## config.mk

```make
export PLATFORM = sky130hd
export DESIGN_NAME = unique_value_set_table_core_flat
export DESIGN_NICKNAME = d
export VERILOG_FILES = /design/src/hw/rtl/uvst_pkg.sv /design/src/hw/rtl/uvst_ifs.sv /design/src/hw/rtl/unique_value_set_table_core.sv /design/src/hw/rtl/uvst_ram.sv /design/src/hw/rtl/uvst_ctrl.sv /design/src/flat_wrapper.sv
export VERILOG_INCLUDE_DIRS = /design/src /design/src/hw/rtl
export SDC_FILE = /design/constraint.sdc
export NUM_CORES = 1
export LEC_CHECK = 0
export BUFFER_PORTS_ARGS = -buffer_cell sky130_fd_sc_hd__buf_2
export CELL_PAD_IN_SITES_DETAIL_PLACEMENT = 0
export CELL_PAD_IN_SITES_GLOBAL_PLACEMENT = 1
export CORE_MARGIN = 5
export CORE_UTILIZATION = 35
export CTS_CLUSTER_DIAMETER = 30
export CTS_CLUSTER_SIZE = 25
export DETAILED_ROUTE_END_ITERATION = 10
export GPL_ROUTABILITY_DRIVEN = 0
export HOLD_SLACK_MARGIN = 0.08
export PLACE_DENSITY_LB_ADDON = 0.3
export REMOVE_ABC_BUFFERS = 1
export SYNTH_ARGS = -nofsm -noshare
export SYNTH_HDL_FRONTEND = slang
export SYNTH_HIERARCHICAL = 1
export SYNTH_SLANG_ARGS = --single-unit
```

## constraint.sdc

```tcl
create_clock -name clk_i -period 5.7 [get_ports clk_i]
set_input_delay 1.71 -clock clk_i [delete_from_list [all_inputs] [get_ports clk_i]]
set_output_delay 1.71 -clock clk_i [all_outputs]
set_load 0.02 [all_outputs]
```

## src/hw/rtl/unique_value_set_table_core_assert.svh

```systemverilog
// Assertion macros for the unique value set table RTL.
`ifndef UNIQUE_VALUE_SET_TABLE_CORE_ASSERT_SVH
`define UNIQUE_VALUE_SET_TABLE_CORE_ASSERT_SVH

// Same-cycle implication, disabled while reset is asserted.
`define UVST_ASSERT_IMPLY(lbl, clk, rst_n, ante, cons) \
  lbl: assert property (@(posedge clk) disable iff (!rst_n) (ante) |-> (cons)) \
    else $error("assertion failed: same-cycle implication");

// Next-cycle implication, disabled while reset is asserted.
`define UVST_ASSERT_NEXT(lbl, clk, rst_n, ante, cons) \
  lbl: assert property (@(posedge clk) disable iff (!rst_n) (ante) |=> (cons)) \
    else $error("assertion failed: next-cycle implication");

`endif

```

## src/hw/rtl/uvst_pkg.sv

```systemverilog
// Package with the field widths, codes and result type of the unique value set table.
package uvst_pkg;

  localparam int unsigned VALUE_W  = 32;
  localparam int unsigned STATUS_W = 3;
  localparam int unsigned SLOT_W   = 4;
  localparam int unsigned COUNT_W  = 5;

  localparam logic MODE_INSERT = 1'b0;
  localparam logic MODE_DELETE = 1'b1;

  typedef enum logic [STATUS_W-1:0] {
    ST_INSERTED = 3'd0,
    ST_PRESENT  = 3'd1,
    ST_REMOVED  = 3'd2,
    ST_NOTFOUND = 3'd3,
    ST_FULL     = 3'd4
  } status_e;

  typedef struct packed {
    status_e             status;
    logic [SLOT_W-1:0]   slot;
    logic [COUNT_W-1:0]  count;
  } res_t;

endpackage

```

## src/hw/rtl/uvst_ifs.sv

```systemverilog
// Valid/ready channel interfaces for the request and result transfers.
interface uvst_in_if;
  import uvst_pkg::*;

  logic                       valid;
  logic                       ready;
  logic                       mode;
  logic signed [VALUE_W-1:0]  value;

  modport source (output valid, output mode, output value, input ready);
  modport sink   (input valid, input mode, input value, output ready);
endinterface

interface uvst_out_if;
  import uvst_pkg::*;

  logic                valid;
  logic                ready;
  status_e             status;
  logic [SLOT_W-1:0]   slot;
  logic [COUNT_W-1:0]  count;

  modport source (output valid, output status, output slot, output count, input ready);
  modport sink   (input valid, input status, input slot, input count, output ready);
endinterface

```

## src/hw/rtl/unique_value_set_table_core.sv

```systemverilog
// Top level of the unique value set table: sequencer, entry RAM and result register.
// A bounded set of distinct signed 32-bit values kept as a packed list in insertion
// order. Each request transfer asks to insert or delete one value and produces exactly
// one result transfer with a status, the slot concerned and the new count. One compare
// unit walks the stored entries one per cycle out of a RAM with a registered read. A
// request is accepted, the stored values are scanned up to the first match (none on an
// empty set), on a delete each later entry moves down one slot to close the gap, and the
// result goes to the output register. A delete at slot p scans only p+1 entries. The
// hand-off to the output register waits while it still holds a result that the
// downstream side has not taken. The request side is not ready while an item is in
// progress. The output register lets a finished result wait for the downstream side
// while the next request is already being taken. After reset the set is empty; the
// entry RAM needs no clearing because only the data of slots below the count is used.
`include "unique_value_set_table_core_assert.svh"

module unique_value_set_table_core #(
  parameter int unsigned CAPACITY = 16
) (
  input  logic          clk_i,
  input  logic          rst_ni,
  uvst_in_if.sink       in_i,
  uvst_out_if.source    out_o
);
  import uvst_pkg::*;

  localparam int unsigned IDX_W = (CAPACITY > 1) ? $clog2(CAPACITY) : 1;

  // Connections between the sequencer and the entry RAM.
  logic               ram_we;
  logic [IDX_W-1:0]   ram_waddr;
  logic [VALUE_W-1:0] ram_wdata;
  logic [IDX_W-1:0]   ram_raddr;
  logic [VALUE_W-1:0] ram_rdata;

  // Result handoff from the sequencer to the output register.
  logic res_valid;
  logic res_ready;
  res_t res;

  logic out_vld_q, out_vld_d;
  res_t out_res_q;

  uvst_ctrl #(
    .CAPACITY(CAPACITY)
  ) u_ctrl (
    .clk_i       (clk_i),
    .rst_ni      (rst_ni),
    .in_valid_i  (in_i.valid),
    .in_ready_o  (in_i.ready),
    .in_mode_i   (in_i.mode),
    .in_value_i  (in_i.value),
    .res_valid_o (res_valid),
    .res_ready_i (res_ready),
    .res_o       (res),
    .ram_we_o    (ram_we),
    .ram_waddr_o (ram_waddr),
    .ram_wdata_o (ram_wdata),
    .ram_raddr_o (ram_raddr),
    .ram_rdata_i (ram_rdata)
  );

  uvst_ram #(
    .WIDTH(VALUE_W),
    .DEPTH(CAPACITY)
  ) u_entries (
    .clk_i   (clk_i),
    .we_i    (ram_we),
    .waddr_i (ram_waddr),
    .wdata_i (ram_wdata),
    .raddr_i (ram_raddr),
    .rdata_o (ram_rdata)
  );

  // The output register takes a new result whenever it is empty or its
  // current result is leaving in this cycle.
  assign res_ready = !out_vld_q || out_o.ready;
  assign out_vld_d = (res_valid && res_ready) || (out_vld_q && !out_o.ready);

  always_ff @(posedge clk_i or negedge rst_ni) begin
    if (!rst_ni) begin
      out_vld_q <= 1'b0;
    end else begin
      out_vld_q <= out_vld_d;
    end
  end

  always_ff @(posedge clk_i) begin
    if (res_valid && res_ready) begin
      out_res_q <= res;
    end
  end

  assign out_o.valid  = out_vld_q;
  assign out_o.status = out_res_q.status;
  assign out_o.slot   = out_res_q.slot;
  assign out_o.count  = out_res_q.count;

  // Once a request is taken, the block stays busy for at least the next cycle.
  `UVST_ASSERT_NEXT(a_busy_after_accept, clk_i, rst_ni, in_i.valid && in_i.ready, !in_i.ready)

  // The reported count never exceeds the capacity while it fits the field.
  `UVST_ASSERT_IMPLY(a_count_bound, clk_i, rst_ni, out_o.valid, (CAPACITY > 31) || (out_o.count <= COUNT_W'(CAPACITY)))

  // A refused insert is only reported when the store is full.
  `UVST_ASSERT_IMPLY(a_full_count, clk_i, rst_ni, out_o.valid && (out_o.status == ST_FULL), out_o.count == COUNT_W'(CAPACITY))

  // Results that touch no entry carry slot zero.
  `UVST_ASSERT_IMPLY(a_slot_zero, clk_i, rst_ni, out_o.valid && (out_o.status == ST_NOTFOUND || out_o.status == ST_FULL), out_o.slot == '0)

endmodule

```

## src/hw/rtl/uvst_ram.sv

```systemverilog
// Generic single-write, single-read RAM with a registered read port.
module uvst_ram #(
  parameter int unsigned WIDTH = 32,
  parameter int unsigned DEPTH = 16
) (
  input  logic                                   clk_i,
  input  logic                                   we_i,
  input  logic [((DEPTH > 1) ? $clog2(DEPTH) : 1)-1:0] waddr_i,
  input  logic [WIDTH-1:0]                       wdata_i,
  input  logic [((DEPTH > 1) ? $clog2(DEPTH) : 1)-1:0] raddr_i,
  output logic [WIDTH-1:0]                       rdata_o
);

  logic [WIDTH-1:0] mem_q [DEPTH];
  logic [WIDTH-1:0] rdata_q;

  always_ff @(posedge clk_i) begin
    if (we_i) begin
      mem_q[waddr_i] <= wdata_i;
    end
    rdata_q <= mem_q[raddr_i];
  end

  assign rdata_o = rdata_q;

endmodule

```

## src/hw/rtl/uvst_ctrl.sv

```systemverilog
// Sequencer that scans, appends and compacts the entry list through one compare unit.
module uvst_ctrl #(
  parameter int unsigned CAPACITY = 16
) (
  input  logic                                          clk_i,
  input  logic                                          rst_ni,
  input  logic                                          in_valid_i,
  output logic                                          in_ready_o,
  input  logic                                          in_mode_i,
  input  logic signed [uvst_pkg::VALUE_W-1:0]           in_value_i,
  output logic                                          res_valid_o,
  input  logic                                          res_ready_i,
  output uvst_pkg::res_t                                res_o,
  output logic                                          ram_we_o,
  output logic [((CAPACITY > 1) ? $clog2(CAPACITY) : 1)-1:0] ram_waddr_o,
  output logic [uvst_pkg::VALUE_W-1:0]                  ram_wdata_o,
  output logic [((CAPACITY > 1) ? $clog2(CAPACITY) : 1)-1:0] ram_raddr_o,
  input  logic [uvst_pkg::VALUE_W-1:0]                  ram_rdata_i
);
  import uvst_pkg::*;

  localparam int unsigned IDX_W = (CAPACITY > 1) ? $clog2(CAPACITY) : 1;
  localparam int unsigned CNT_W = $clog2(CAPACITY + 1);
  localparam logic [CNT_W-1:0] CAP_CNT = CNT_W'(CAPACITY);

  localparam logic [1:0] S_IDLE  = 2'd0;
  localparam logic [1:0] S_SCAN  = 2'd1;
  localparam logic [1:0] S_SHIFT = 2'd2;
  localparam logic [1:0] S_RESP  = 2'd3;

  logic [1:0]         state_q, state_d;
  logic [CNT_W-1:0]   occ_q, occ_d;
  logic [IDX_W-1:0]   idx_q, idx_d;
  logic               mode_q, mode_d;
  logic [VALUE_W-1:0] value_q, value_d;
  status_e            status_q, status_d;
  logic [IDX_W-1:0]   slot_q, slot_d;

  logic hit;
  logic scan_last;
  logic shift_last;

  // The single comparator and the two end-of-walk checks.
  assign hit        = (ram_rdata_i == value_q);
  assign scan_last  = ((CNT_W'(idx_q) + CNT_W'(1)) == occ_q);
  assign shift_last = ((CNT_W'(idx_q) + CNT_W'(1)) >= occ_q);

  always_comb begin
    state_d     = state_q;
    occ_d       = occ_q;
    idx_d       = idx_q;
    mode_d      = mode_q;
    value_d     = value_q;
    status_d    = status_q;
    slot_d      = slot_q;
    in_ready_o  = 1'b0;
    res_valid_o = 1'b0;
    ram_we_o    = 1'b0;
    ram_waddr_o = occ_q[IDX_W-1:0];
    ram_wdata_o = value_q;
    ram_raddr_o = '0;
    case (state_q)
      S_IDLE: begin
        in_ready_o = 1'b1;
        if (in_valid_i) begin
          mode_d  = in_mode_i;
          value_d = in_value_i;
          idx_d   = '0;
          if (occ_q == '0) begin
            // Nothing to search: an insert lands in the first slot.
            state_d = S_RESP;
            slot_d  = '0;
            if (in_mode_i == MODE_INSERT) begin
              ram_we_o    = 1'b1;
              ram_waddr_o = '0;
              ram_wdata_o = in_value_i;
              occ_d       = CNT_W'(1);
              status_d    = ST_INSERTED;
            end else begin
              status_d = ST_NOTFOUND;
            end
          end else begin
            state_d = S_SCAN;
          end
        end
      end
      S_SCAN: begin
        ram_raddr_o = idx_q + IDX_W'(1);
        if (hit) begin
          slot_d = idx_q;
          if (mode_q == MODE_INSERT) begin
            status_d = ST_PRESENT;
            state_d  = S_RESP;
          end else begin
            // The read of the following entry is already under way.
            status_d = ST_REMOVED;
            occ_d    = occ_q - CNT_W'(1);
            state_d  = scan_last ? S_RESP : S_SHIFT;
          end
        end else if (scan_last) begin
          state_d = S_RESP;
          slot_d  = '0;
          if (mode_q == MODE_INSERT) begin
            if (occ_q == CAP_CNT) begin
              status_d = ST_FULL;
            end else begin
              ram_we_o = 1'b1;
              slot_d   = occ_q[IDX_W-1:0];
              occ_d    = occ_q + CNT_W'(1);
              status_d = ST_INSERTED;
            end
          end else begin
            status_d = ST_NOTFOUND;
          end
        end else begin
          idx_d = idx_q + IDX_W'(1);
        end
      end
      S_SHIFT: begin
        // Entry idx+1 arrives from the RAM and moves down to idx.
        ram_raddr_o = idx_q + IDX_W'(2);
        ram_we_o    = 1'b1;
        ram_waddr_o = idx_q;
        ram_wdata_o = ram_rdata_i;
        if (shift_last) begin
          state_d = S_RESP;
        end else begin
          idx_d = idx_q + IDX_W'(1);
        end
      end
      S_RESP: begin
        res_valid_o = 1'b1;
        if (res_ready_i) begin
          state_d = S_IDLE;
        end
      end
      default: begin
        state_d = S_IDLE;
      end
    endcase
  end

  always_ff @(posedge clk_i or negedge rst_ni) begin
    if (!rst_ni) begin
      state_q <= S_IDLE;
      occ_q   <= '0;
    end else begin
      state_q <= state_d;
      occ_q   <= occ_d;
    end
  end

  always_ff @(posedge clk_i) begin
    idx_q    <= idx_d;
    mode_q   <= mode_d;
    value_q  <= value_d;
    status_q <= status_d;
    slot_q   <= slot_d;
  end

  assign res_o.status = status_q;
  assign res_o.slot   = SLOT_W'(slot_q);
  assign res_o.count  = COUNT_W'(occ_q);

endmodule
```

## src/flat_wrapper.sv

```systemverilog
// flat-port wrapper written by rule: the top's interface ports become plain ports
module unique_value_set_table_core_flat import uvst_pkg::*;
#(
  parameter int unsigned CAPACITY = 16
)
  (clk_i, rst_ni, in_i_valid, in_i_mode, in_i_value, in_i_ready, out_o_valid, out_o_status, out_o_slot, out_o_count, out_o_ready);
  uvst_in_if in_i_i ();
  uvst_out_if out_o_i ();
  input  logic clk_i;
  input  logic rst_ni;
  input wire logic [$bits(in_i_i.valid)-1:0] in_i_valid;
  input wire logic [$bits(in_i_i.mode)-1:0] in_i_mode;
  input wire logic [$bits(in_i_i.value)-1:0] in_i_value;
  output wire logic [$bits(in_i_i.ready)-1:0] in_i_ready;
  output wire logic [$bits(out_o_i.valid)-1:0] out_o_valid;
  output wire logic [$bits(out_o_i.status)-1:0] out_o_status;
  output wire logic [$bits(out_o_i.slot)-1:0] out_o_slot;
  output wire logic [$bits(out_o_i.count)-1:0] out_o_count;
  input wire logic [$bits(out_o_i.ready)-1:0] out_o_ready;
  assign in_i_i.valid = in_i_valid;
  assign in_i_i.mode = in_i_mode;
  assign in_i_i.value = in_i_value;
  assign in_i_ready = in_i_i.ready;
  assign out_o_valid = out_o_i.valid;
  assign out_o_status = out_o_i.status;
  assign out_o_slot = out_o_i.slot;
  assign out_o_count = out_o_i.count;
  assign out_o_i.ready = out_o_ready;
  unique_value_set_table_core #(.CAPACITY(CAPACITY)) u_core (.clk_i(clk_i), .rst_ni(rst_ni), .in_i(in_i_i), .out_o(out_o_i));
endmodule
```

-- Word-level counts from Yosys, hierarchy flattened
Memories as Yosys holds them, arrays and structs flattened. A register that Yosys moved wholly into a read port is not among the register bits.
Index checks and enable logic that the tools add are counted.
Widths: inputs -> output; s select.
- bits in registers: 64
- bits in writable memories: 512
- input port bits: 37
- output and inout port bits: 14
- word-level logic and storage cells: 111
- memories kept: 1
- memory list (name ; words ; bits a word ; rd ports ; clocked after memory_dff ; write ports ; RTL line ; text):
    u_core.u_entries.mem_q ; 16 ; 32 ; 1 ; 1 ; 1 ; uvst_ram.sv:14 ; logic [WIDTH-1:0] mem_q [DEPTH];
- add/subtract/negate cells: 5
- $lt $le $gt $ge: 1
- eq/ne operators: 18
- multiplexer cells: 60
- reduce and logical (&&, ||, !) cells: 15
- operators by type and width (kind ; number):
    $mux 32 ; 3
    $pmux 32 s2 ; 1
    $mux 4 ; 13
    $mux 5 ; 8
    $eq 32x32->1 ; 1
    $pmux 4 s2 ; 3
    $mux 3 ; 6
    $mux 2 ; 8
    $ne 2x2->1 const B ; 7
    $mux 1 ; 13
    $pmux 4 s3 ; 1
    $pmux 5 s2 ; 1
    $ne 3x3->1 const B ; 3
    $pmux 2 s4 ; 1
    $reduce_and 4->1 ; 2
    $reduce_and 8->1 ; 1
    $pmux 3 s2 ; 1
    $add 4x1->5 const B ; 1
    $add 5x1->5 const B ; 1
    $eq 5x5->1 ; 1
    $eq 5x5->1 const B ; 1
    $ge 5x5->1 ; 1
    $logic_not 5->1 ; 1
    $reduce_and 5->1 ; 1
    other kinds (15) ; 19

-- Logic depth before layout (Yosys ltp)
- word-level depth: 8
- mapped depth: 12
- gate-level depth less buffers: 12

-- Modules after synthesis
The synthesis kept the hierarchy.
- modules (own cells, without submodules) (module ; instances ; cells an instance ; area an instance (um^2) ; seq. area each (um^2)):
    uvst_ram ; 1 ; 838 ; 19835.3 ; 16015.4
    uvst_ctrl ; 1 ; 308 ; 3268.1 ; 1496.4
    unique_value_set_table_core ; 1 ; 16 ; 414.1 ; 385.4

-- Worst setup path before layout
Ideal clock, no wire load.
- path kind: input-to-reg
- start: in in_i_valid
- end: mem u_core.u_entries.mem_q[0][0] (enable)
- setup time: 461 ps
- arrival time: 5377 ps
- data required time: 5239 ps
- path slack: -138 ps
- stages: 7
- buffers on the path: 1
- cells stage by stage: nand3_1 > nor2_1 > a21oi_1 > clkbuf_1 > a22o_1 > or3b_2 > nor3_1
- elaborated cells between the ends (all ways): 6
- those cells by class: mux (6)
- RTL lines (element ; RTL line ; text):
    from (decl) ; flat_wrapper.sv:11 ; input wire logic [$bits(in_i_i.valid)-1:0] in_i_valid;
    $mux 4 ; uvst_ctrl.sv:65 ; if (in_valid_i) begin
    $pmux 4 s2 ; uvst_ctrl.sv:62 ; case (state_q)
    named net u_core.ram_waddr[2] ; unique_value_set_table_core.sv:30 ; logic [IDX_W-1:0] ram_waddr;
    to (decl) ; uvst_ram.sv:14 ;
The timed path passes the listed nets, and every way through them passes these cells.

-- Worst setup path after layout
- start: reg u_core.u_ctrl.idx_q[0]
- end: mem u_core.u_entries.mem_q[1][21] (enable)
- word-level cells in the longest chain between the ends: 7
- elaborated cells between the ends (all ways): 8
- those cells by class: add/sub (1); eq/ne (1); mux (6)
- RTL lines (element ; RTL line ; text):
    from (decl) ; uvst_ctrl.sv:33 ; logic [IDX_W-1:0] idx_q, idx_d;
    from (signal assigned) ; uvst_ctrl.sv:154 ; idx_q <= idx_d;
    $add 4x1->5 ; uvst_ctrl.sv:45 ; assign scan_last = ((CNT_W'(idx_q) + CNT_W'(1)) == occ_q);
    $eq 5x5->1 ; uvst_ctrl.sv:45 ;
    $mux 1 ; uvst_ctrl.sv:100 ; end else if (scan_last) begin
    $mux 1 ; uvst_ctrl.sv:89 ; if (hit) begin
    $pmux 1 s3 ; uvst_ctrl.sv:62 ;
    named net u_core.ram_we ; unique_value_set_table_core.sv:29 ; logic ram_we;
    $mux 1 ; uvst_ram.sv:18 ; if (we_i) begin
    $mux 1 (implied by the code) ; uvst_ram.sv:19 ; mem_q[waddr_i] <= wdata_i;
The timed path passes the listed nets, and every way through them passes these cells.

==> results_dict.tcl <==
set metrics [dict create \
    swShare_pct 30.74 \
    dr.pass1.iters 9 \
    grt_pass1_wl_um 85150 \
    rsz0062_at_grt "no" \
    path_common_cell "ha_1" \
    cts_buffers 119 \
    dp.final_hpwl_um 36520 \
    grt_max_degree 129 \
    slowest_delay_ns 0.61 \
    cts_sinks 608 \
    place_area_um2 25050 \
    crit_fanout 18 \
    synth_flop_cell "edfxtp_1" \
    finalMaxSlewViolations 0 \
    track_usage_pct 15.84 \
    core_area_um2 66920 \
    num_rows 95 \
    setup_viol 0 \
    synth_most_common_cell "edfxtp_1" \
    power_density_nw_per_um2 617.2 \
    clkTransAtPathRegs_ns 0.05 \
    ant_nets 0 \
    grt_pass1_vias 12380 \
    grt-ovfl-total 0 \
    cts-resized-gates 0 \
    syn-cell-area_um2 23520 \
    synthCells 1162 \
    worstPathRequired_ns 6.02 \
    initial_core_util_pct 35.14 \
    drive_above_1_share_pct 31.63 \
    ctsHoldBuffers 0 \
    clk_latency_ns 0.66 \
    p_switching_mw 5.561 \
    cp.arrival_ns 4.46 \
    peakVddDrop_v 0.0004234 \
    dp_slack_ns 1.034 \
    cts_max_level 3 \
    postCtsSetupBuffers 0 \
    cellLeakagePower_nw 9.742 \
    whs_ns 0.4157 \
    hp-class "reg2reg" \
    synth_common_cells "edfxtp_1 (568), mux4_2 (128), a22oi_1 (65)" \
    via_per_inst 5.351 \
    synth_seq_cells 608 \
    crit_slowest_cell "or3b_2" \
    n_antenna_cell 0 \
    dieArea_um2 72480 \
    tightest_slew_ns 1.159 \
    clockBufferDepth 3 \
    setup_ws_ns 1.562 \
    drc 0 \
    fin_crit_ns 4.138 \
    synthDominantCellAreaShare_pct 72.53 \
    hold_viol 0 \
    period_share_pct 72.60 \
    end_kind "register" \
    clock_power_share_pct 40.0 \
    syn_to_final_growth_pct 24.62 \
    clock_skew_ns 0.02644 \
    yosys.area.top_type "edfxtp_1" \
    relSlewSlack_pct 22.74 \
    power.total_mw 18.09 \
    cellInternalPower_mw 12.53 \
    cts-root-buf "clkbuf_16" \
    routed_wirelength_um 58320 \
    p_seq_share_pct 34.1 \
    fmax_mhz 241.7 \
    dr_total_vias 12220 \
    cap_violations 0 \
    startpoint_type "register" \
    async_flop_share_pct 1.316 \
    wl_per_cell_um 25.54 \
    synth_warnings 6 \
    crit_chain "ha_1 -> xor2_1 -> ha_1 -> and4_1 -> nand2_1 -> inv_1 -> nand4_1 -> a21oi_1 -> or3b_2 -> nor2_4 -> buf_4" \
    die_w_um 269.2 \
    synth_area_leaders "edfxtp_1 (73%), mux4_2 (12%), dfxtp_1 (2.7%), a22oi_1 (2.1%), a222oi_1 (1.4%)" \
    grt_antenna_before_repair 0 \
    cts_tree "done" \
    ys_types 51 \
    avgSynthCellArea_um2 20.24 \
    drt_iter0_drc 1318 \
    design_area_um2 29310 \
    status "completed" \
    crit_type "reg2reg" \
    die_h_um 269.2 \
    power_frac_comb_pct 25.9 \
    nets 1360 \
    synth_edf_count 568 \
    io_pins 51 \
    yosysSeqAreaShare_pct 76.10 \
    port_buffers 50 \
]
metrics by stage:
stage / utilization, % / setup TNS, ns / cells
floorplan: - / -489.01 / 1105
global placement: 37.43 / 0 / 2058
detailed placement: 37.43 / 0 / 2058
CTS: 43.79 / 0 / 2283
global route: 43.79 / 0 / 2283
finish: 43.79 / 0 / 2283
placed cells by master, fill, tap and decap left out, drive strengths merged, types with 2 or more instances in the layout:
master | Yosys | routed
a21boi | 2 | 2
a21o | 4 | 4
a21oi | 9 | 9
a222oi | 32 | 32
a22o | 4 | 4
a22oi | 65 | 65
and2 | 7 | 7
buf | 27 | 80
bufinv | 0 | 22
clkbuf | 30 | 135
clkinv | 1 | 33
clkinvlp | 0 | 20
dfrtp | 8 | 8
dfxtp | 32 | 32
edfxtp | 568 | 568
ha | 16 | 16
inv | 45 | 61
mux2 | 2 | 2
mux2i | 8 | 8
mux4 | 128 | 128
nand2 | 49 | 49
nand2b | 7 | 7
nand3 | 4 | 4
nand3b | 2 | 2
nand4 | 9 | 9
nor2 | 32 | 32
nor2b | 7 | 7
nor3 | 5 | 5
nor4 | 6 | 6
o211ai | 2 | 2
o21ai | 4 | 4
xnor2 | 35 | 35
flip-flops by register name, indices dropped and copies added (netlist names):
signal and flops:
u_core/u_ctrl/mode_q 1, u_core/u_ctrl/status_q 3, u_core/out_o.slot 4, u_core/out_o.count 5, u_core/out_o.valid 1, u_core/u_ctrl/slot_q 4, u_core/u_entries/mem_q 512, u_core/u_ctrl/idx_q 4
u_core/u_ctrl/occ_q 5, u_core/u_entries/rdata_o 32, u_core/u_ctrl/value_q 32, u_core/u_ctrl/state_q 2, u_core/out_o.status 3
routing by layer:
layer / vias to the layer above / share of wire [%] / global-route usage (%) / wire length [um]
met3: 72 / 8.2 / 4.072 / 4799
met4: 0 / 1.8 / 4.661 / 1041
li1: 5153 / - / - / -
met1: 6476 / 47 / 24.45 / 27190
met5: - / 0 / 0 / 0
met2: 516 / 43 / 22.14 / 25280
cell families (layout without fill, tap and decap cells):
group / Yosys count / count (layout) / share of synthesized area [%]
buf+inv: 103 / 351 / 1.830
xor+xnor: 36 / 36 / 1.341
flops: 608 / 608 / 76.10
fa+ha+maj: 17 / 17 / 0.9364
simple gates: 133 / 133 / 2.772
mux: 138 / 138 / 12.69
compound gates: 127 / 127 / 4.325
critical path, delay by kind of cell, from the launching register on:
kind            cells  cell delay, ns
xor+xnor            1            0.19
simple gates        5            1.64
flops               1            0.52
compound gates      1            0.37
fa+ha+maj           2            0.60
buf+inv             2            0.48
final cells by class:
cell class / count / area, um2
clock inverters: 90 / 1190
clock buffers: 135 / 3068
multi-input cells: 451 / 5374
inverters: 46 / 172.7
well taps: 873 / 1092
fillers: 5735 / 37610
flip-flops and latches: 608 / 17900
repair buffers: 80 / 513.0
power groups by stage:
| stage | clock (mW) | combinational [mW] | sequential, mW |
|---|---|---|---|
| 2_1_floorplan | 0 | 3.20 | 6.17 |
| 3_3_place_gp | 0 | 4.68 | 6.23 |
| 3_5_place_dp | 0 | 4.71 | 6.24 |
| 4_1_cts | 7.37 | 4.73 | 6.16 |
| 5_1_grt | 7.62 | 5.02 | 6.20 |
| 6_report | 7.24 | 4.69 | 6.16 |
final timing paths:
kind                                                       from                                      end  slack [ns]  cells after the start
max                        u_core/u_ctrl/idx_q[0]$_SDFFCE_PN0P_  u_core/u_entries/mem_q[1][21]$_DFFE_PP_        1.56                     11
min                         u_core/u_ctrl/status_q[1]$_DFFE_PP_         u_core/out_o.status[1]$_DFFE_PP_        0.42                      0
max reg2reg                u_core/u_ctrl/idx_q[0]$_SDFFCE_PN0P_  u_core/u_entries/mem_q[1][21]$_DFFE_PP_        1.56                     11
min reg2reg                 u_core/u_ctrl/status_q[1]$_DFFE_PP_         u_core/out_o.status[1]$_DFFE_PP_        0.42                      0
max in group asynchronous                                rst_ni       u_core/u_ctrl/occ_q[3]$_DFFE_PN0P_        4.60                      1
min in group asynchronous                                rst_ni       u_core/u_ctrl/occ_q[4]$_DFFE_PN0P_        0.91                      1
No activity file was read; power rests on OpenSTA's default activity.
